[src/rtl/core/bpa_pkg.sv]
// Shared types and constants of the bitmap page allocator.
`timescale 1ns / 1ps
package bpa_pkg;

  // Page numbers and range ends inside the sequencer; one bit above 65535 pages.
  localparam int PW = 17;

  // Largest page an allocation may reach, exclusive.
  localparam int ALLOC_CAP = 32768;

  // Request kinds.
  typedef enum logic [1:0] {
    KIND_ALLOC     = 2'd0,
    KIND_FREE      = 2'd1,
    KIND_MARK_FREE = 2'd2,
    KIND_MARK_BUSY = 2'd3
  } bpa_kind_t;

  // Operations of the byte unit.
  typedef enum logic [1:0] {
    OP_FIND = 2'd0,
    OP_SET  = 2'd1,
    OP_CLR  = 2'd2
  } bpa_op_t;

  // Control word for the byte unit: operation and page offsets inside the byte.
  typedef struct packed {
    bpa_op_t    op;
    logic [2:0] first;
    logic [2:0] last;
  } bpa_unit_ctrl_t;

  // Sequencer states.
  typedef enum logic [5:0] {
    S_CLEAR = 6'b000001,
    S_IDLE  = 6'b000010,
    S_CHECK = 6'b000100,
    S_EVAL  = 6'b001000,
    S_DONE  = 6'b010000,
    S_SPARE = 6'b100000
  } bpa_state_t;

  // Register word index of max_page.
  localparam logic REG_MAX_PAGE = 1'b0;

endpackage

[src/rtl/core/bpa_byte_unit.sv]
// Byte unit of the page allocator: first-free search, range set and range clear.
`timescale 1ns / 1ps
module bpa_byte_unit
  import bpa_pkg::*;
(
  input  bpa_unit_ctrl_t ctrl,
  input  logic [7:0]     data_in,
  output logic           found,
  output logic [2:0]     found_off,
  output logic [7:0]     data_out
);

  logic [7:0] mask;
  logic [7:0] hit;

  // Page offset j sits in bit 7-j; build the mask over offsets first..last.
  always_comb begin
    for (int j = 0; j < 8; j++) begin
      mask[7-j] = (3'(j) >= ctrl.first) && (3'(j) <= ctrl.last);
    end
  end

  assign hit = mask & ~data_in;

  // Lowest page offset that is free inside the mask.
  always_comb begin
    found     = 1'b0;
    found_off = 3'd0;
    for (int j = 7; j >= 0; j--) begin
      if (hit[7-j]) begin
        found     = 1'b1;
        found_off = 3'(j);
      end
    end
  end

  // New byte contents for each operation.
  always_comb begin
    case (ctrl.op)
      OP_FIND: data_out = data_in | (8'h80 >> found_off);
      OP_SET:  data_out = data_in | mask;
      OP_CLR:  data_out = data_in & ~mask;
      default: data_out = data_in;
    endcase
  end

endmodule

[config.mk]
export PLATFORM = sky130hd
export DESIGN_NAME = bpa_byte_unit
export DESIGN_NICKNAME = d
export VERILOG_FILES = /design/src/rtl/core/bpa_pkg.sv /design/src/rtl/core/bpa_byte_unit.sv
export SDC_FILE = /design/constraint.sdc
export NUM_CORES = 1
export LEC_CHECK = 0
export ABC_AREA = 1
export BUFFER_PORTS_ARGS = -buffer_cell sky130_fd_sc_hd__buf_4
export CAP_MARGIN = 0
export CELL_PAD_IN_SITES_DETAIL_PLACEMENT = 2
export CELL_PAD_IN_SITES_GLOBAL_PLACEMENT = 2
export CORE_UTILIZATION = 21
export DETAILED_ROUTE_END_ITERATION = 12
export PLACE_DENSITY_LB_ADDON = 0.1
export SYNTH_ARGS = -nofsm -noshare
export SYNTH_HDL_FRONTEND = slang
export SYNTH_SLANG_ARGS = --single-unit
[constraint.sdc]
create_clock -name vclk -period 1.05
set_input_delay 0.0525 -clock vclk [all_inputs]
set_output_delay 0.0525 -clock vclk [all_outputs]
set_load 0.05 [all_outputs]
==> results of run 1 <==
## per-stage QoR
stage / instances / instance area (um2) / hold slack [ps] / setup WS (ps)
2_1_floorplan: 118 / 776 / 323 / -496
4_1_cts: 217 / 1460 / 580 / -517
3_3_place_gp: 206 / 1230 / 592 / -511
3_5_place_dp: 206 / 1230 / 604 / -611
## cells by family after synthesis
family	share of synthesized area, %
buf+inv	17.3
compound gates	22.2
simple gates	60.6
## cell usage after synthesis, types with 3 or more instances
library cell,n
sky130_fd_sc_hd__nor2_1,6
sky130_fd_sc_hd__inv_1,21
sky130_fd_sc_hd__o21ai_0,5
sky130_fd_sc_hd__o22ai_1,5
sky130_fd_sc_hd__nand2_1,28
sky130_fd_sc_hd__a21oi_1,7
sky130_fd_sc_hd__inv_2,3
sky130_fd_sc_hd__nand3_1,11
sky130_fd_sc_hd__nand2_2,7
sky130_fd_sc_hd__nand4_1,6
## timing repair
action                                 4_1_cts
buffers inserted                            11
pin swaps                                   24
setup endpoints to repair                   12
endpoints found under the hold margin        0
resized for setup                           41
==> metrics.txt, run 1 <==
# TYPE chip_impl_metric gauge
chip_impl_info{name="first-error",value="[ERROR DPL-0033] detailed placement checks failed during check placement."} 1
chip_impl_metric{name="grt_start_max_net_pins",unit=""} 9
chip_impl_metric{name="placementRows",unit=""} 19
chip_impl_metric{name="place_congestion",unit=""} 0.835
chip_impl_metric{name="floorplan.io_pins",unit=""} 28
chip_impl_info{name="worstEndpointType",value="output port"} 1
chip_impl_info{name="synth_top_cells_by_area",value="sky130_fd_sc_hd__nand2_1, sky130_fd_sc_hd__inv_1, sky130_fd_sc_hd__nand3_1, sky130_fd_sc_hd__nand2_2, sky130_fd_sc_hd__nand4_1"} 1
chip_impl_info{name="synth_top_area_cell",value="sky130_fd_sc_hd__nand2_1"} 1
chip_impl_metric{name="synth.net_count",unit=""} 134
chip_impl_metric{name="detailedPlacementHpwl",unit="um"} 3180
chip_impl_metric{name="grt_antenna_before_repair",unit=""} 0
chip_impl_metric{name="synth_largest_type_area_fraction",unit="%"} 17.1
chip_impl_metric{name="floorplan.initialDensity",unit="%"} 22.3
chip_impl_metric{name="synth.cell_area",unit="um2"} 616
chip_impl_metric{name="port-buffer-count",unit=""} 28
chip_impl_metric{name="distinct_cell_type_count_after_synthesis",unit=""} 23
chip_impl_metric{name="postSynthAreaPerCell",unit="um2"} 5.22
chip_impl_metric{name="synth-seq-area-share",unit="%"} 0
chip_impl_info{name="outcome",value="did not finish"} 1
chip_impl_metric{name="yosysWarningCount",unit=""} 0
chip_impl_info{name="flow.stopped_at",value="global routing"} 1
chip_impl_info{name="repair-timing-grt-worst-ep",value="data_out[2]"} 1
chip_impl_metric{name="ctsHoldBuffers",unit=""} 0
chip_impl_metric{name="dieHeight",unit="um"} 56.1
chip_impl_metric{name="netlist_instances",unit=""} 118
chip_impl_metric{name="die_w",unit="um"} 56.1
==> run 2: changes to the inputs <==
- CELL_PAD_IN_SITES_DETAIL_PLACEMENT: 2 -> not set
- CELL_PAD_IN_SITES_GLOBAL_PLACEMENT: 2 -> not set
- CORE_AREA: not set -> 2 2 63 65
- CORE_UTILIZATION: 21 -> not set
- DIE_AREA: not set -> 0 0 65 67
- PLACE_DENSITY_LB_ADDON: 0.1 -> 0.15
- clock period: 1.05 -> 1.35 ns (I/O delays scaled with it)
==> run 2 against run 1 <==
Compared with the run above: the flow now finishes, with violations (negative setup slack); synthesized cell count stayed put; synthesized area is the same.
==> metrics.txt, run 2 <==
# TYPE chip_impl_metric gauge
chip_impl_info{name="outcome",value="complete, but fails checks"} 1
chip_impl_info{name="violations_in_the_final_reports",value="negative setup slack"} 1
chip_impl_metric{name="grt_start_max_net_pins",unit=""} 8
chip_impl_metric{name="floorplan.initialDensity",unit="%"} 17.1
chip_impl_metric{name="drc_errors",unit=""} 0
chip_impl_metric{name="die_w",unit="um"} 65
chip_impl_metric{name="holdWs",unit="ps"} 526
chip_impl_metric{name="place_congestion",unit=""} 0.828
chip_impl_metric{name="port-buffer-count",unit=""} 28
chip_impl_metric{name="synth.cell_area",unit="um2"} 616
chip_impl_metric{name="grtUsageMet2",unit="%"} 24.7
chip_impl_metric{name="synth.net_count",unit=""} 134
chip_impl_metric{name="post_route_cells_drive_above_1_share",unit="%"} 64.3
chip_impl_metric{name="placed_cell_area",unit="um2"} 1150
chip_impl_metric{name="nFlopsAndLatches",unit=""} 0
chip_impl_metric{name="hold_violations",unit=""} 0
chip_impl_metric{name="sequential_cell_area",unit="um2"} 0
chip_impl_metric{name="switching_power",unit="mW"} 0.407
chip_impl_info{name="worst_setup_path_start_kind",value="input port"} 1
chip_impl_metric{name="synth-seq-area-share",unit="%"} 0
chip_impl_metric{name="final.setup.tns",unit="ps"} -699
chip_impl_metric{name="power_density",unit="nW/um2"} 489
chip_impl_metric{name="floorplan.die_area",unit="um2"} 4360
chip_impl_metric{name="path_max_fanout",unit=""} 5
chip_impl_metric{name="power_share_of_the_sequential_group",unit="%"} 0
chip_impl_metric{name="report.final.slew_viol_count",unit=""} 0
chip_impl_metric{name="final_antenna_net_count",unit=""} 0
chip_impl_metric{name="crit_required",unit="ps"} 1280
chip_impl_metric{name="p_leak",unit="nW"} 0.733
chip_impl_metric{name="p_int",unit="mW"} 0.320
chip_impl_metric{name="layout_setup_ws",unit="ps"} -110
chip_impl_info{name="synth_top_area_cell",value="sky130_fd_sc_hd__nand2_1"} 1
chip_impl_info{name="rsz0062_at_grt",value="true"} 1
chip_impl_metric{name="postRouteWirelength",unit="um"} 2670
chip_impl_metric{name="yosysWarningCount",unit=""} 0
chip_impl_metric{name="maxSlewHeadroom",unit="%"} 76.8
chip_impl_metric{name="multi_input_comb_area",unit="um2"} 702
chip_impl_metric{name="max_cap_viol_count",unit=""} 0
chip_impl_info{name="end_kind",value="output pin"} 1
chip_impl_metric{name="final-instance-count-excl-fill",unit=""} 230
chip_impl_metric{name="netlist_instances",unit=""} 118
chip_impl_metric{name="clock_buffers",unit=""} 0
chip_impl_metric{name="ctsHoldBuffers",unit=""} 0
chip_impl_metric{name="irDropWorstVdd",unit="V"} 0.000207
chip_impl_metric{name="first_pass_grt_wire_length",unit="um"} 4330
chip_impl_metric{name="grt-ovfl-total",unit=""} 0
chip_impl_metric{name="final.period_utilization",unit="%"} 108
chip_impl_metric{name="floorplan.io_pins",unit=""} 28
chip_impl_metric{name="grt_antenna_before_repair",unit=""} 0
chip_impl_metric{name="placementRows",unit=""} 22
chip_impl_metric{name="syn_to_final_growth",unit="%"} 141
chip_impl_metric{name="fmax",unit="MHz"} 685
chip_impl_info{name="crit_type",value="input port to output pin"} 1
chip_impl_metric{name="worst_ep_arrival",unit="ps"} 1390
chip_impl_metric{name="grt_pass1_vias",unit=""} 1017
chip_impl_metric{name="setup_viol_count_final",unit=""} 10
chip_impl_metric{name="grt_util_all_layers",unit="%"} 12.4
chip_impl_info{name="grt_busiest_layer",value="met2"} 1
chip_impl_metric{name="via_per_inst",unit=""} 4.34
chip_impl_metric{name="layout.cell_area.non_filler",unit="um2"} 1490
chip_impl_info{name="top_cells_by_count_synth",value="sky130_fd_sc_hd__nand2_1, sky130_fd_sc_hd__inv_1, sky130_fd_sc_hd__nand3_1"} 1
chip_impl_metric{name="floorplan_core_area",unit="um2"} 3610
chip_impl_metric{name="dieHeight",unit="um"} 67
chip_impl_metric{name="netSwitchingFraction",unit="%"} 56.0
chip_impl_metric{name="synth_largest_type_area_fraction",unit="%"} 17.1
chip_impl_metric{name="clock_power_share",unit="%"} 0
chip_impl_info{name="layout.cells.most_common",value="sky130_fd_sc_hd__buf_4"} 1
chip_impl_metric{name="use_met1",unit="%"} 15.5
chip_impl_metric{name="combPwrFrac",unit="%"} 100.0
chip_impl_metric{name="placedCellCount",unit=""} 216
chip_impl_metric{name="distinct_cell_type_count_after_synthesis",unit=""} 23
chip_impl_metric{name="met3_track_utilization_from_global_routing",unit="%"} 0.169
chip_impl_info{name="worst_setup_path_endpoint",value="data_out[6]"} 1
chip_impl_info{name="yosys.cell_count.top_type",value="sky130_fd_sc_hd__nand2_1"} 1
chip_impl_metric{name="number_of_detailed_routing_iterations_run_before_antenna_repair",unit=""} 4
chip_impl_metric{name="postSynthAreaPerCell",unit="um2"} 5.22
chip_impl_metric{name="dp_slack",unit="ps"} -305
chip_impl_info{name="synth_top_cells_by_area",value="sky130_fd_sc_hd__nand2_1, sky130_fd_sc_hd__inv_1, sky130_fd_sc_hd__nand3_1, sky130_fd_sc_hd__nand2_2, sky130_fd_sc_hd__nand4_1"} 1
chip_impl_metric{name="postLayoutCoreUtil",unit="%"} 41.2
chip_impl_metric{name="drt-initial-drc-count",unit=""} 11
chip_impl_info{name="final_cell_mix",value="sky130_fd_sc_hd__buf_4, sky130_fd_sc_hd__inv_1, sky130_fd_sc_hd__nand2_1, sky130_fd_sc_hd__nand2_2, sky130_fd_sc_hd__buf_6"} 1
chip_impl_metric{name="wire_per_inst",unit="um"} 11.6
chip_impl_metric{name="n_fill_cell",unit=""} 395
chip_impl_metric{name="tightest_slew",unit="ps"} 344
chip_impl_metric{name="fin_crit",unit="ps"} 1460
chip_impl_metric{name="vias",unit=""} 999
chip_impl_info{name="startpoint",value="ctrl[1]"} 1
chip_impl_metric{name="nNetsFinal",unit=""} 200
chip_impl_info{name="hold_class",value="input port to output pin"} 1
chip_impl_metric{name="detailedPlacementHpwl",unit="um"} 2110
chip_impl_metric{name="diodes",unit=""} 0
chip_impl_metric{name="report.power.total",unit="mW"} 0.727
==> run 2: cell counts after synthesis <==
No cell type changed its count.
==> run 2: area by class of cell <==
class,count,share of cell area [%]
inverter,25,8.00
tap,48,4.04
timing repair buffer,65,40.7
multi-input combinational,92,47.3
==> run 2: cell families after synthesis <==
kind of cell           count (synthesis)  synth area share, %
AO/OA/AOI/OAI                         23                 22.2
buffers and inverters                 26                 17.3
AND/OR/NAND/NOR                       69                 60.6
==> run 2: power groups by stage <==
stage	clock [mW]	combinational, mW	sequential [mW]
global route	0	0.776	0
floorplan	0	0.367	0
detailed placement	0	0.569	0
finish	0	0.727	0
global placement	0	0.565	0
CTS	0	0.684	0
==> run 2: how the worst min path moves through the flow <==
stage               cells after the start           to        from  slack (ps)
CTS                                     4  data_out[2]  data_in[2]         550
global placement                        4  data_out[2]  data_in[2]         550
global route                            4  data_out[2]  data_in[2]         540
detailed placement                      4  data_out[2]  data_in[2]         550
finish                                  4  data_out[2]  data_in[2]         530
floorplan                               3  data_out[1]     ctrl[7]         350
==> run 2: worst max-delay path, stage by stage <==
cell	delay, ps
sky130_fd_sc_hd__buf_12	120
sky130_fd_sc_hd__nand2_4	70
sky130_fd_sc_hd__clkinv_4	50
sky130_fd_sc_hd__nand3b_1	130
sky130_fd_sc_hd__nand4_2	190
sky130_fd_sc_hd__a21oi_4	220
sky130_fd_sc_hd__nand4_1	190
sky130_fd_sc_hd__a21oi_4	190
sky130_fd_sc_hd__buf_6	170
==> run 2: layer usage <==
metal | part of all wire (%) | vias up
met5 | 0 | -
met4 | 0 | 0
met3 | 3.0 | 0
met2 | 54 | 18
met1 | 43 | 458
li1 | - | 523
==> run 2: timing repair <==
action	4_1_cts	5_1_grt
endpoints found under the setup margin	9	11
endpoints found under the hold margin	0	0
pin swaps	20	13
gates resized for setup	49	15
setup buffers	10	5
gates cloned	0	0
Note: power is estimated with default switching activity, not from simulation.
